$ cat src/hw/rtl/ssu_pkg.sv
// ----------------------------------------------------------------------------
// ssu_pkg: shared constants for the stream summary statistics unit
// Fixed field widths of the result beat that do not follow the sample width.
// ----------------------------------------------------------------------------
package ssu_pkg;

  // Sample positions are reported modulo 2^16.
  localparam int unsigned POS_W = 16;
  // The reported sample count is 17 bits wide.
  localparam int unsigned CNT_W = 17;

endpackage

$ cat src/hw/rtl/ssu_in_if.sv
// ----------------------------------------------------------------------------
// ssu_in_if: sample stream channel
// Carries one signed sample per beat and a flag on the last sample of a block.
// ----------------------------------------------------------------------------
interface ssu_in_if #(
  parameter int unsigned SAMPLE_BITS = 16
);

  logic                          valid;
  logic                          ready;
  logic signed [SAMPLE_BITS-1:0] sample;
  logic                          last;

  modport source (output valid, output sample, output last, input ready);
  modport sink   (input valid, input sample, input last, output ready);

endinterface

$ cat src/hw/rtl/ssu_out_if.sv
// ----------------------------------------------------------------------------
// ssu_out_if: block statistics channel
// Carries the summary of one finished block per beat.
// ----------------------------------------------------------------------------
interface ssu_out_if import ssu_pkg::*; #(
  parameter int unsigned SAMPLE_BITS = 16
);

  logic                            valid;
  logic                            ready;
  logic signed [SAMPLE_BITS-1:0]   mean_value;
  logic        [SAMPLE_BITS-1:0]   mean_abs;
  logic        [2*SAMPLE_BITS-2:0] mean_square;
  logic        [SAMPLE_BITS-1:0]   root_mean_square;
  logic        [SAMPLE_BITS-1:0]   std_dev;
  logic signed [SAMPLE_BITS-1:0]   min_value;
  logic signed [SAMPLE_BITS-1:0]   max_value;
  logic        [POS_W-1:0]         min_position;
  logic        [POS_W-1:0]         max_position;
  logic        [CNT_W-1:0]         sample_count;
  logic                            overflow;

  modport source (
    output valid, output mean_value, output mean_abs, output mean_square,
    output root_mean_square, output std_dev, output min_value, output max_value,
    output min_position, output max_position, output sample_count, output overflow,
    input ready
  );
  modport sink (
    input valid, input mean_value, input mean_abs, input mean_square,
    input root_mean_square, input std_dev, input min_value, input max_value,
    input min_position, input max_position, input sample_count, input overflow,
    output ready
  );

endinterface

$ cat src/hw/rtl/stream_summary_statistics_unit.sv
// ----------------------------------------------------------------------------
// stream_summary_statistics_unit: block mean, RMS, deviation, min and max
// Accumulates a block of samples and, after the last one, derives the
// statistics with one shared add/subtract unit under a small sequencer.
// ----------------------------------------------------------------------------
//  Channel  Modport  Beat carries
//  in_i     sink     sample, last
//  out_o    source   mean, mean abs, mean square, RMS, std dev, min/max, count
//
//  A sample that is not last is accepted back to back while in_i.ready is high.
//  A last sample is accumulated and then starts the sequencer, which derives
//  the statistics by shifts and adds in the shared unit; meanwhile in_i.ready
//  is low. The finished beat waits in the output register, so the next
//  block is accepted while it is still pending; if that block finishes
//  first, the final step holds until the pending beat is taken.
//  Reset clears the accumulators and the sequencer; no clearing pass is needed.
module stream_summary_statistics_unit import ssu_pkg::*; #(
  parameter int unsigned MAX_SAMPLES = 65536,
  parameter int unsigned SAMPLE_BITS = 16
) (
  input  logic      clk_i,
  input  logic      rst_ni,
  ssu_in_if.sink    in_i,
  ssu_out_if.source out_o
);

  localparam int unsigned SB    = SAMPLE_BITS;
  localparam int unsigned CW    = $clog2(MAX_SAMPLES + 1);
  localparam int unsigned SUMW  = SB + CW;
  localparam int unsigned MAGW  = SB + CW - 1;
  localparam int unsigned ABSW  = SB + CW - 1;
  localparam int unsigned SQW   = 2 * SB + CW - 2;
  localparam int unsigned DW    = 2 * SB + 2 * CW - 2;
  localparam int unsigned STW   = $clog2(DW);

  typedef enum logic [3:0] {
    S_IDLE,
    S_NN,     // n * n into the divisor
    S_NS,     // acc = n * sum of squares
    S_SS,     // acc -= |sum|^2
    S_DVAR,   // variance = acc / n^2
    S_SVAR,   // std dev = sqrt(variance)
    S_DMEAN,
    S_DABS,
    S_DMSQ,
    S_SRMS,
    S_OUT
  } state_e;

  state_e                 state_q;
  logic [STW-1:0]         step_q;

  // Accumulators
  logic [CW-1:0]          cnt_q;
  logic signed [SUMW-1:0] sum_q;
  logic [ABSW-1:0]        abs_q;
  logic [SQW-1:0]         sq_q;
  logic signed [SB-1:0]   min_q;
  logic signed [SB-1:0]   max_q;
  logic [POS_W-1:0]       min_pos_q;
  logic [POS_W-1:0]       max_pos_q;
  logic                   drop_q;

  // Shared unit operands and scratch results
  logic [DW-1:0]          acc_q;
  logic [DW-1:0]          opa_q;
  logic [DW-1:0]          opb_q;
  logic [DW-1:0]          dvs_q;
  logic [SB-1:0]          mean_q;
  logic [SB-1:0]          mabs_q;
  logic [2*SB-2:0]        msq_q;
  logic [SB-1:0]          sd_q;
  logic [SB-1:0]          rms_q;

  // Output register
  logic                   out_valid_q;
  logic [SB-1:0]          o_mean_q;
  logic [SB-1:0]          o_mabs_q;
  logic [2*SB-2:0]        o_msq_q;
  logic [SB-1:0]          o_rms_q;
  logic [SB-1:0]          o_sd_q;
  logic [SB-1:0]          o_min_q;
  logic [SB-1:0]          o_max_q;
  logic [POS_W-1:0]       o_min_pos_q;
  logic [POS_W-1:0]       o_max_pos_q;
  logic [CNT_W-1:0]       o_cnt_q;
  logic                   o_ovf_q;

  logic                   in_fire;
  logic [SB-1:0]          x_bits;
  logic [SB-1:0]          x_mag;
  logic [2*SB-1:0]        x_sq;
  logic                   first_smp;
  logic                   room;
  logic [CW+POS_W-1:0]    pos_ext;
  logic [CW+CNT_W-1:0]    cnt_ext;
  logic                   sum_neg;
  logic [SUMW-1:0]        sum_abs;
  logic [MAGW-1:0]        smag;

  logic [DW-1:0]          unit_a;
  logic [DW-1:0]          unit_b;
  logic                   unit_sub;
  logic [DW:0]            unit_res;
  logic                   take;
  logic [DW-1:0]          quot_nx;
  logic [DW-1:0]          root_nx;
  logic [DW-1:0]          rem_nx;
  logic                   last_step;

  assign in_i.ready = (state_q == S_IDLE);
  assign in_fire    = in_i.valid && in_i.ready;

  assign x_bits    = in_i.sample;
  assign x_mag     = x_bits[SB-1] ? (~x_bits + SB'(1)) : x_bits;
  assign x_sq      = x_mag * x_mag;
  assign first_smp = (cnt_q == '0);
  assign room      = (cnt_q < CW'(MAX_SAMPLES));
  assign pos_ext   = {{POS_W{1'b0}}, cnt_q};
  assign cnt_ext   = {{CNT_W{1'b0}}, cnt_q};

  assign sum_neg = sum_q[SUMW-1];
  assign sum_abs = sum_neg ? (SUMW'(0) - sum_q) : sum_q;
  assign smag    = sum_abs[MAGW-1:0];

  // Shared add/subtract unit. For subtraction the top bit is the borrow.
  always_comb begin
    unit_a   = acc_q;
    unit_b   = '0;
    unit_sub = 1'b0;
    unique case (state_q)
      S_NN, S_NS: begin
        unit_b = opb_q[0] ? opa_q : '0;
      end
      S_SS: begin
        unit_b   = opb_q[0] ? opa_q : '0;
        unit_sub = 1'b1;
      end
      S_DVAR, S_DMEAN, S_DABS, S_DMSQ: begin
        unit_a   = {acc_q[DW-2:0], opa_q[DW-1]};
        unit_b   = dvs_q;
        unit_sub = 1'b1;
      end
      S_SVAR, S_SRMS: begin
        unit_a   = {acc_q[DW-3:0], opa_q[DW-1:DW-2]};
        unit_b   = {opb_q[DW-3:0], 2'b01};
        unit_sub = 1'b1;
      end
      default: begin
      end
    endcase
    unit_res = {1'b0, unit_a} + ({1'b0, unit_b} ^ {(DW+1){unit_sub}})
             + (DW+1)'(unit_sub);
  end

  assign take      = ~unit_res[DW];
  assign rem_nx    = take ? unit_res[DW-1:0] : unit_a;
  assign quot_nx   = {opa_q[DW-2:0], take};
  assign root_nx   = {opb_q[DW-2:0], take};
  assign last_step = (step_q == '0);

  always_ff @(posedge clk_i or negedge rst_ni) begin
    if (!rst_ni) begin
      state_q     <= S_IDLE;
      step_q      <= '0;
      cnt_q       <= '0;
      sum_q       <= '0;
      abs_q       <= '0;
      sq_q        <= '0;
      min_q       <= '0;
      max_q       <= '0;
      min_pos_q   <= '0;
      max_pos_q   <= '0;
      drop_q      <= 1'b0;
      out_valid_q <= 1'b0;
    end else begin
      if (out_valid_q && out_o.ready) begin
        out_valid_q <= 1'b0;
      end
      if (state_q != S_IDLE && state_q != S_OUT && !last_step) begin
        step_q <= step_q - STW'(1);
      end

      unique case (state_q)
        S_IDLE: begin
          if (in_fire) begin
            if (room) begin
              if (first_smp || (in_i.sample < min_q)) begin
                min_q     <= in_i.sample;
                min_pos_q <= pos_ext[POS_W-1:0];
              end
              if (first_smp || (in_i.sample > max_q)) begin
                max_q     <= in_i.sample;
                max_pos_q <= pos_ext[POS_W-1:0];
              end
              sum_q <= sum_q + {{(SUMW-SB){x_bits[SB-1]}}, x_bits};
              abs_q <= abs_q + {{(ABSW-SB){1'b0}}, x_mag};
              sq_q  <= sq_q + {{(SQW-2*SB){1'b0}}, x_sq};
              cnt_q <= cnt_q + CW'(1);
            end else begin
              drop_q <= 1'b1;
            end
            if (in_i.last) begin
              // The count used below already includes this sample.
              acc_q   <= '0;
              opa_q   <= DW'(room ? cnt_q + CW'(1) : cnt_q);
              opb_q   <= DW'(room ? cnt_q + CW'(1) : cnt_q);
              step_q  <= STW'(CW - 1);
              state_q <= S_NN;
            end
          end
        end

        S_NN, S_NS, S_SS: begin
          acc_q <= unit_res[DW-1:0];
          opa_q <= {opa_q[DW-2:0], 1'b0};
          opb_q <= {1'b0, opb_q[DW-1:1]};
          if (last_step) begin
            if (state_q == S_NN) begin
              dvs_q   <= unit_res[DW-1:0];
              acc_q   <= '0;
              opa_q   <= DW'(sq_q);
              opb_q   <= DW'(cnt_q);
              step_q  <= STW'(CW - 1);
              state_q <= S_NS;
            end else if (state_q == S_NS) begin
              opa_q   <= DW'(smag);
              opb_q   <= DW'(smag);
              step_q  <= STW'(MAGW - 1);
              state_q <= S_SS;
            end else begin
              // n * sumsq - sum^2 is never negative, so no clamp is needed.
              acc_q   <= '0;
              opa_q   <= unit_res[DW-1:0];
              step_q  <= STW'(DW - 1);
              state_q <= S_DVAR;
            end
          end
        end

        S_DVAR, S_DMEAN, S_DABS, S_DMSQ: begin
          acc_q <= rem_nx;
          opa_q <= quot_nx;
          if (last_step) begin
            acc_q <= '0;
            unique case (state_q)
              S_DVAR: begin
                opa_q   <= {quot_nx[2*SB-1:0], {(DW-2*SB){1'b0}}};
                opb_q   <= '0;
                step_q  <= STW'(SB - 1);
                state_q <= S_SVAR;
              end
              S_DMEAN: begin
                mean_q  <= sum_neg ? (SB'(0) - quot_nx[SB-1:0]) : quot_nx[SB-1:0];
                opa_q   <= {abs_q, {(DW-ABSW){1'b0}}};
                step_q  <= STW'(ABSW - 1);
                state_q <= S_DABS;
              end
              S_DABS: begin
                mabs_q  <= quot_nx[SB-1:0];
                opa_q   <= {sq_q, {(DW-SQW){1'b0}}};
                step_q  <= STW'(SQW - 1);
                state_q <= S_DMSQ;
              end
              default: begin
                msq_q   <= quot_nx[2*SB-2:0];
                opa_q   <= {1'b0, quot_nx[2*SB-2:0], {(DW-2*SB){1'b0}}};
                opb_q   <= '0;
                step_q  <= STW'(SB - 1);
                state_q <= S_SRMS;
              end
            endcase
          end
        end

        S_SVAR, S_SRMS: begin
          acc_q <= rem_nx;
          opa_q <= {opa_q[DW-3:0], 2'b00};
          opb_q <= root_nx;
          if (last_step) begin
            if (state_q == S_SVAR) begin
              sd_q    <= root_nx[SB-1:0];
              acc_q   <= '0;
              opa_q   <= {smag, {(DW-MAGW){1'b0}}};
              dvs_q   <= DW'(cnt_q);
              step_q  <= STW'(MAGW - 1);
              state_q <= S_DMEAN;
            end else begin
              rms_q   <= root_nx[SB-1:0];
              state_q <= S_OUT;
            end
          end
        end

        S_OUT: begin
          // Wait here while the previous block's beat is still unclaimed.
          if (!out_valid_q || out_o.ready) begin
            out_valid_q <= 1'b1;
            o_mean_q    <= mean_q;
            o_mabs_q    <= mabs_q;
            o_msq_q     <= msq_q;
            o_rms_q     <= rms_q;
            o_sd_q      <= sd_q;
            o_min_q     <= min_q;
            o_max_q     <= max_q;
            o_min_pos_q <= min_pos_q;
            o_max_pos_q <= max_pos_q;
            o_cnt_q     <= cnt_ext[CNT_W-1:0];
            o_ovf_q     <= drop_q;
            cnt_q       <= '0;
            sum_q       <= '0;
            abs_q       <= '0;
            sq_q        <= '0;
            min_q       <= '0;
            max_q       <= '0;
            min_pos_q   <= '0;
            max_pos_q   <= '0;
            drop_q      <= 1'b0;
            state_q     <= S_IDLE;
          end
        end

        default: begin
          state_q <= S_IDLE;
        end
      endcase
    end
  end

  assign out_o.valid            = out_valid_q;
  assign out_o.mean_value       = o_mean_q;
  assign out_o.mean_abs         = o_mabs_q;
  assign out_o.mean_square      = o_msq_q;
  assign out_o.root_mean_square = o_rms_q;
  assign out_o.std_dev          = o_sd_q;
  assign out_o.min_value        = o_min_q;
  assign out_o.max_value        = o_max_q;
  assign out_o.min_position     = o_min_pos_q;
  assign out_o.max_position     = o_max_pos_q;
  assign out_o.sample_count     = o_cnt_q;
  assign out_o.overflow         = o_ovf_q;

  // A last sample always starts the sequencer, so the next cycle is busy.
  a_busy_after_last: assert property (@(posedge clk_i) disable iff (!rst_ni)
    (in_fire && in_i.last) |=> !in_i.ready)
    else $error("input still ready after a last sample");

  a_cnt_bound: assert property (@(posedge clk_i) disable iff (!rst_ni)
    cnt_q <= CW'(MAX_SAMPLES))
    else $error("sample count beyond the maximum");

  a_min_le_max: assert property (@(posedge clk_i) disable iff (!rst_ni)
    (cnt_q != '0) |-> (min_q <= max_q))
    else $error("running minimum above running maximum");

  a_out_from_seq: assert property (@(posedge clk_i) disable iff (!rst_ni)
    $rose(out_valid_q) |-> $past(state_q == S_OUT))
    else $error("result beat raised outside the final step");

  a_idle_step: assert property (@(posedge clk_i) disable iff (!rst_ni)
    (state_q == S_IDLE) |-> (step_q == '0))
    else $error("step counter not cleared in idle");

endmodule
$ cat src/flat_wrapper.sv
// flat-port wrapper written by rule: the top's interface ports become plain ports
module stream_summary_statistics_unit_flat import ssu_pkg::*;
#(
  parameter int unsigned MAX_SAMPLES = 65536,
  parameter int unsigned SAMPLE_BITS = 16
)
  (clk_i, rst_ni, in_i_valid, in_i_sample, in_i_last, in_i_ready, out_o_valid, out_o_mean_value, out_o_mean_abs, out_o_mean_square, out_o_root_mean_square, out_o_std_dev, out_o_min_value, out_o_max_value, out_o_min_position, out_o_max_position, out_o_sample_count, out_o_overflow, out_o_ready);
  ssu_in_if #(.SAMPLE_BITS(SAMPLE_BITS)) in_i_i ();
  ssu_out_if #(.SAMPLE_BITS(SAMPLE_BITS)) out_o_i ();
  input  logic clk_i;
  input  logic rst_ni;
  input wire logic [$bits(in_i_i.valid)-1:0] in_i_valid;
  input wire logic [$bits(in_i_i.sample)-1:0] in_i_sample;
  input wire logic [$bits(in_i_i.last)-1:0] in_i_last;
  output wire logic [$bits(in_i_i.ready)-1:0] in_i_ready;
  output wire logic [$bits(out_o_i.valid)-1:0] out_o_valid;
  output wire logic [$bits(out_o_i.mean_value)-1:0] out_o_mean_value;
  output wire logic [$bits(out_o_i.mean_abs)-1:0] out_o_mean_abs;
  output wire logic [$bits(out_o_i.mean_square)-1:0] out_o_mean_square;
  output wire logic [$bits(out_o_i.root_mean_square)-1:0] out_o_root_mean_square;
  output wire logic [$bits(out_o_i.std_dev)-1:0] out_o_std_dev;
  output wire logic [$bits(out_o_i.min_value)-1:0] out_o_min_value;
  output wire logic [$bits(out_o_i.max_value)-1:0] out_o_max_value;
  output wire logic [$bits(out_o_i.min_position)-1:0] out_o_min_position;
  output wire logic [$bits(out_o_i.max_position)-1:0] out_o_max_position;
  output wire logic [$bits(out_o_i.sample_count)-1:0] out_o_sample_count;
  output wire logic [$bits(out_o_i.overflow)-1:0] out_o_overflow;
  input wire logic [$bits(out_o_i.ready)-1:0] out_o_ready;
  assign in_i_i.valid = in_i_valid;
  assign in_i_i.sample = in_i_sample;
  assign in_i_i.last = in_i_last;
  assign in_i_ready = in_i_i.ready;
  assign out_o_valid = out_o_i.valid;
  assign out_o_mean_value = out_o_i.mean_value;
  assign out_o_mean_abs = out_o_i.mean_abs;
  assign out_o_mean_square = out_o_i.mean_square;
  assign out_o_root_mean_square = out_o_i.root_mean_square;
  assign out_o_std_dev = out_o_i.std_dev;
  assign out_o_min_value = out_o_i.min_value;
  assign out_o_max_value = out_o_i.max_value;
  assign out_o_min_position = out_o_i.min_position;
  assign out_o_max_position = out_o_i.max_position;
  assign out_o_sample_count = out_o_i.sample_count;
  assign out_o_overflow = out_o_i.overflow;
  assign out_o_i.ready = out_o_ready;
  stream_summary_statistics_unit #(.MAX_SAMPLES(MAX_SAMPLES), .SAMPLE_BITS(SAMPLE_BITS)) u_core (.clk_i(clk_i), .rst_ni(rst_ni), .in_i(in_i_i), .out_o(out_o_i));
endmodule
$ cat config.mk
export PLATFORM = sky130hd
export DESIGN_NAME = stream_summary_statistics_unit_flat
export DESIGN_NICKNAME = d
export VERILOG_FILES = /design/src/hw/rtl/ssu_pkg.sv /design/src/hw/rtl/ssu_in_if.sv /design/src/hw/rtl/ssu_out_if.sv /design/src/hw/rtl/stream_summary_statistics_unit.sv /design/src/flat_wrapper.sv
export SDC_FILE = /design/constraint.sdc
export NUM_CORES = 2
export LEC_CHECK = 0
export ABC_AREA = 1
export BUFFER_PORTS_ARGS = -buffer_cell sky130_fd_sc_hd__buf_2
export CAP_MARGIN = 20
export CORE_ASPECT_RATIO = 1.75
export CORE_MARGIN = 5
export CORE_UTILIZATION = 41
export DETAILED_ROUTE_END_ITERATION = 10
export SLEW_MARGIN = 20
export SYNTH_ARGS = -nofsm -noshare
export SYNTH_HDL_FRONTEND = slang
export SYNTH_SLANG_ARGS = --single-unit
export TNS_END_PERCENT = 50
$ cat constraint.sdc
create_clock -name clk_i -period 17.8 [get_ports clk_i]
set_clock_uncertainty 0.2 [all_clocks]
set_input_delay 0 -clock clk_i [delete_from_list [all_inputs] [get_ports clk_i]]
set_output_delay 0 -clock clk_i [all_outputs]
set_load 0.05 [all_outputs]
Yosys cells after proc, flatten, opt, wreduce, memory -nomap -nowiden:

Index checks and enable logic that the tools add are counted.

* $add $sub $neg: 11
* $mul: 1
* $lt $le $gt $ge: 3
* equal/unequal tests: 24
* multiplexer cells: 101
* bitwise logic cells: 5
* reductions and logical operators: 36

Operators with widths (count)
* $mux W64: 27
* $pmux W64 S4: 3
* $pmux W64 S3: 2
* $pmux W64 S2: 2
* $mux W16: 15
* $mux W47: 3
* $mux W32: 4
* $pmux W16 S2: 4
* $mux W33: 3
* $pmux W47 S2: 1
* $pmux W33 S2: 1
* $add A64 B65 Y65: 1
* $add A65 B1 Y65: 1
* $xor A64 B65 Y65: 1
* $pmux W32 S2: 1
* $mux W63: 1
* $mux W6: 9
* $mux W17: 3
* $add A47 B32 Y47: 1
* $pmux W17 S2: 1
* $add A33 B33 Y33: 1
* $add A32 B16 Y32: 1
* $mul A16 B16 Y32: 1
* $mux W4: 8
* 41 further kinds: 86

* register bits after elaboration: 733
* input port bits: 21
* output and inout bits: 179
* logic and storage cells: 213

Logic depth before layout (Yosys ltp):

* depth in word-level cells: 10
* gate-level depth with buffers: 44
* gate-level depth less buffers: 43

Worst setup path after synthesis:

No wires, ideal clock.

* kind: reg-to-reg
* start: register u_core.state_q[1]
* end: register u_core.o_max_pos_q[0], in the netlist u_core.out_o.max_position[0], enable pin
* setup time: 0.930 ns
* arrival time: 12.846 ns
* data required time: 16.670 ns
* slack: 3.824 ns
* cell stages (with the launch flop): 7
* path buffers: 0
* period minus slack after synthesis: 13.976 ns
* cells stage by stage: dfrtp_1 > inv_2 > nor2_1 > inv_2 > nor2_4 > inv_1 > nor3_1

* cells in the longest elaborated chain, start to end: 2

RTL lines
* start: declaration: line stream_summary_statistics_unit.sv:50 `state_e state_q;`
* start signal: assignment: line stream_summary_statistics_unit.sv:164 `state_q <= S_IDLE;`
* start signal: assignment: line stream_summary_statistics_unit.sv:209 `state_q <= S_NN;`
* start signal: assignment: line stream_summary_statistics_unit.sv:225 `state_q <= S_NS;`
* $eq A4 B4 Y1: line stream_summary_statistics_unit.sv:184 `unique case (state_q)`
* $reduce_and A3 Y1 (no source line)
* end signal: assignment: line stream_summary_statistics_unit.sv:307 `o_max_pos_q <= max_pos_q;`
* end: declaration: line stream_summary_statistics_unit.sv:85 `logic [POS_W-1:0] o_max_pos_q;`

No other way between the ends.
A chain may end at the register's enable or synchronous reset.

Worst setup path after layout:

* start: input in_i_sample[0]
* end: register u_core.sq_q[32]

* cells in the longest elaborated chain, start to end: 8

RTL lines
* start: declaration: line flat_wrapper.sv:13 `input wire logic [$bits(in_i_i.sample)-1:0] in_i_sample;`
* $not A16 Y16: line stream_summary_statistics_unit.sv:115 `assign x_mag = x_bits[SB-1] ? (~x_bits + SB'(1)) : x_bits;`
* $add A16 B1 Y16: line stream_summary_statistics_unit.sv:115
* $mux W16 (*): line stream_summary_statistics_unit.sv:115
* $mul A16 B16 Y32 (*): line stream_summary_statistics_unit.sv:116 `assign x_sq = x_mag * x_mag;`
* $add A47 B32 Y47 (*): line stream_summary_statistics_unit.sv:198 `sq_q <= sq_q + {{(SQW-2*SB){1'b0}}, x_sq};`
* $mux W47 (*): line stream_summary_statistics_unit.sv:187 `if (room) begin`
* $mux W47 (*): line stream_summary_statistics_unit.sv:186 `if (in_fire) begin`
* $pmux W47 S2 (*): line stream_summary_statistics_unit.sv:184
* end signal: assignment: line stream_summary_statistics_unit.sv:198
* end: declaration: line stream_summary_statistics_unit.sv:57 `logic [SQW-1:0] sq_q;`

Mark *: on every way between the ends. The rest lies on a longest branch, timed or not. The select of a mux whose other input is x is not followed.

==> results by group <==
Route
  • Initial DRC count: 4147
  • DRT antenna net count: 0
  • Final WL: 211000 um
  • DRC viols: 0
  • Via density per instance: 5.71
  • Routed len/inst: 26.2 um
  • TritonRoute pass-1 iters: 6
  • Vias post-DR: 46000

Power
  • Cell internal pwr: 0.00451 W
  • Combinational power share: 0.570
  • Total leakage power: 25.8 nW
  • Sw Ratio: 0.485
  • Worst vdd ir: 155 uV
  • Sequential power share: 0.239
  • Sw Pwr: 0.00424 W
  • Clock power frac: 0.191
  • Power Density: 153 mW/mm^2
  • Overall power: 0.00875 W

Yosys
  • Post-synth EDFFs: 528
  • Asr flop ratio synth: 0.280
  • Post-synth cell types: 66
  • Ranking of synthesized cells by area: edfxtp_1 (31%), dfrtp_1 (10%), nand2_1 (9.4%), fa_1 (7.7%), inv_1 (7.1%)
  • Area of the mapped netlist: 0.0515 sq mm
  • Top-count cell post-synth: nand2_1
  • Synthesis warning total: 0
  • Sequential fraction of the synthesis area: 0.408
  • Synth Flop Type: edfxtp_1
  • Top post-synthesis cells by count: nand2_1 (1288), inv_1 (972), edfxtp_1 (528), nor2_1 (503), o21ai_0 (470)
  • Flops & latches, synth: 733
  • Synth area leader: edfxtp_1
  • Avg Synthesized Cell Area: 8.34 sq um
  • Synthesized netlist cell count: 6169
  • Top cell type's share of synthesized area: 0.308

Timing
  • Final hold vios: 0
  • PnR worst setup slack: 8930 ps
  • Slew Viols, Final: 0
  • # setup viols final: 0
  • RSZ-0062 raised after global routing: false
  • Worst slew pin tran: 1260 ps
  • Final min period: 8870 ps
  • Final setup TNS: 0 ps
  • Slew HR: 0.153
  • Fmax: 113 MHz
  • Fin crit share: 0.498

GRT
  • Number of global-route vias before repair: 46700
  • First-pass GRT wire length: 307000 um
  • GRT overflow: 0
  • Number of antenna violations at the first check in global routing: 12
  • All-Layer GR Usage: 0.310
  • Largest net degree at the start of global routing: 133

Worst setup path
  • Element type at the critical path end: register
  • R2r endpoint: u_core.acc_q[39]$_DFFE_PP_
  • Worst R2R Start: u_core.state_q[1]$_DFFE_PN0P_
  • WS Path Type: primary input to register
  • Crit path DAT: 9250 ps
  • Max stage delay on crit path: 590 ps
  • Register-to-register setup slack: 10580 ps
  • Req. time, crit path: 18180 ps
  • Startpoint Class: primary input
  • Crit-path slowest cell: clkinv_1
  • Reg2Reg Depth: 23
  • Largest fanout on the critical path: 18

Die
  • I/O pin cnt: 200
  • Die Span X: 278 um
  • Row cnt: 172
  • Die height: 479 um
  • Total die area: 0.133 sq mm
  • Placeable Area: 0.125 sq mm
  • Initial Util: 0.411

Finish
  • Area of the multi-input gates: 0.0260 sq mm
  • Sequential Area: 0.0210 sq mm
  • Cell area after layout: 0.0572 sq mm
  • Layout cells sized above 1: 0.0779
  • Fillcell total: 12700
  • Layout overhead on the synthesized area: 11.2%
  • Net count, final: 6808

Clock network
  • CTS sink count: 733
  • CTS H-tree lvls: 3
  • TritonCTS clock tree: yes
  • Resize count post-CTS: 0
  • Clk slew on worst S/H paths: 80 ps
  • Clock buffer depth: 3
  • Cts hold-fix bufs: 24
  • Total setup buffers inserted after CTS: 0
  • Clock Latency Late Sink: 720 ps
  • Num CTS Buffers: 76
  • Clock root buffer: clkbuf_16

Outcome
  • Outcome: completed

Place
  • Post-DP Area: 0.0544 sq mm
  • Port buffer count: 199
  • RePlAce Congestion: 1.04
  • HPWL after detailed placement: 165000 um
  • Worst slack at placement: 8820 ps

Min path
  • Hold path cells: 4
  • WHS Endpoint: u_core.abs_q[0]$_DFFE_PN0P_
  • Worst hold path startpoint: in_i_sample[0]
  • Hold Crit Class: primary input to register

Job
  • Max-cap viol count: 0
==> through the flow <==
stage           util  std cells  hold WS [ps]
2_1_floorplan      -       6178          -496
5_1_grt        0.457       8049           155
3_5_place_dp   0.434       7883          -251
6_report       0.457       8058           119
3_3_place_gp   0.434       7883          -256
4_1_cts        0.456       8047           107
==> logic make-up after synthesis <==
group	after synthesis	share of synthesized area
AND/OR/NAND/NOR	2262	0.182
XOR/XNOR	189	0.0323
flip-flops	733	0.408
adder cells (fa/ha/maj)	454	0.139
buffers and inverters	1220	0.0901
other	2	0.000146
AO/OA/AOI/OAI	1309	0.149
==> metal layers <==
metal / track usage / vias up / share of wire
li1: - / 20900 / -
met1: 0.319 / 22300 / 0.33
met2: 0.542 / 2007 / 0.50
met3: 0.0519 / 803 / 0.061
met4: 0.267 / 6 / 0.11
met5: 0 / - / 0.00018
==> critical path: cells and delay by family <==
kind                       cells  cell delay, ps
adders and majority gates      8            4020
buffers and inverters         12            2460
and+or+nand+nor               14            2310
AOI/OAI and AO/OA              4             420
==> sequential cells by signal (all words and copies together), names as in the netlist, 17 cells and up <==
register	cells
u_core.abs_q	32
u_core.acc_q	64
u_core.cnt_q	17
u_core.dvs_q	64
u_core.msq_q	31
u_core.opa_q	64
u_core.opb_q	64
u_core.out_o.mean_square	31
u_core.out_o.sample_count	17
u_core.sq_q	47
u_core.sum_q	33
==> cells in the final DEF, fill, tap and decap left out, drive strengths merged, types with 6 or more instances in the layout <==
cell         count
ha             256
a21oi          362
nand3          274
edfxtp         528
and2            12
nor2           515
buf            274
o31ai           13
clkinvlp         6
inv            994
bufinv           6
a21boi           9
a21o            22
dfrtp          205
o22ai          126
dlygate4sd3     23
o21bai          23
xnor2           38
o21ai          488
nand4           29
clkbuf          98
nor3            57
xor2           151
o211ai         129
nor4            20
a31oi           30
o221ai          27
o21a            24
a221oi          12
conb            11
o2111ai         17
nand3b          17
diode           10
nand2         1313
or2             18
a211oi           8
fa             198
clkinv          36
==> final cells by class <==
class / count / area share
clock buffer: 97 / 0.0355
multi-input combinational: 4225 / 0.454
timing repair buffer: 298 / 0.0323
clock inverter: 43 / 0.00907
inverter: 999 / 0.0656
antenna: 10 / 0.000437
tap: 1653 / 0.0361
sequential: 733 / 0.367
==> worst max-delay path by stage <==
stage	cells after the start	slack (ps)	start	to
after floorplan	6	3820	u_core.state_q[1]$_DFFE_PN0P_	u_core.out_o.max_position[0]$_DFFE_PP_
after global placement	37	8950	in_i_sample[0]	u_core.sq_q[32]$_DFFE_PN0P_
after detailed placement	37	8820	in_i_sample[0]	u_core.sq_q[32]$_DFFE_PN0P_
after CTS	38	8990	in_i_sample[0]	u_core.sq_q[32]$_DFFE_PN0P_
after global routing	38	8360	in_i_sample[0]	u_core.sq_q[32]$_DFFE_PN0P_
final	38	8930	in_i_sample[0]	u_core.sq_q[32]$_DFFE_PN0P_
==> power by group through the flow <==
stage,registers [W],logic (W),clock network [W]
2_1_floorplan,0.00209,0.00340,0
3_3_place_gp,0.00212,0.00486,0
3_5_place_dp,0.00212,0.00489,0
4_1_cts,0.00209,0.00493,0.00170
5_1_grt,0.00210,0.00555,0.00176
6_report,0.00209,0.00499,0.00167
Power figures use the tool's default switching activity.
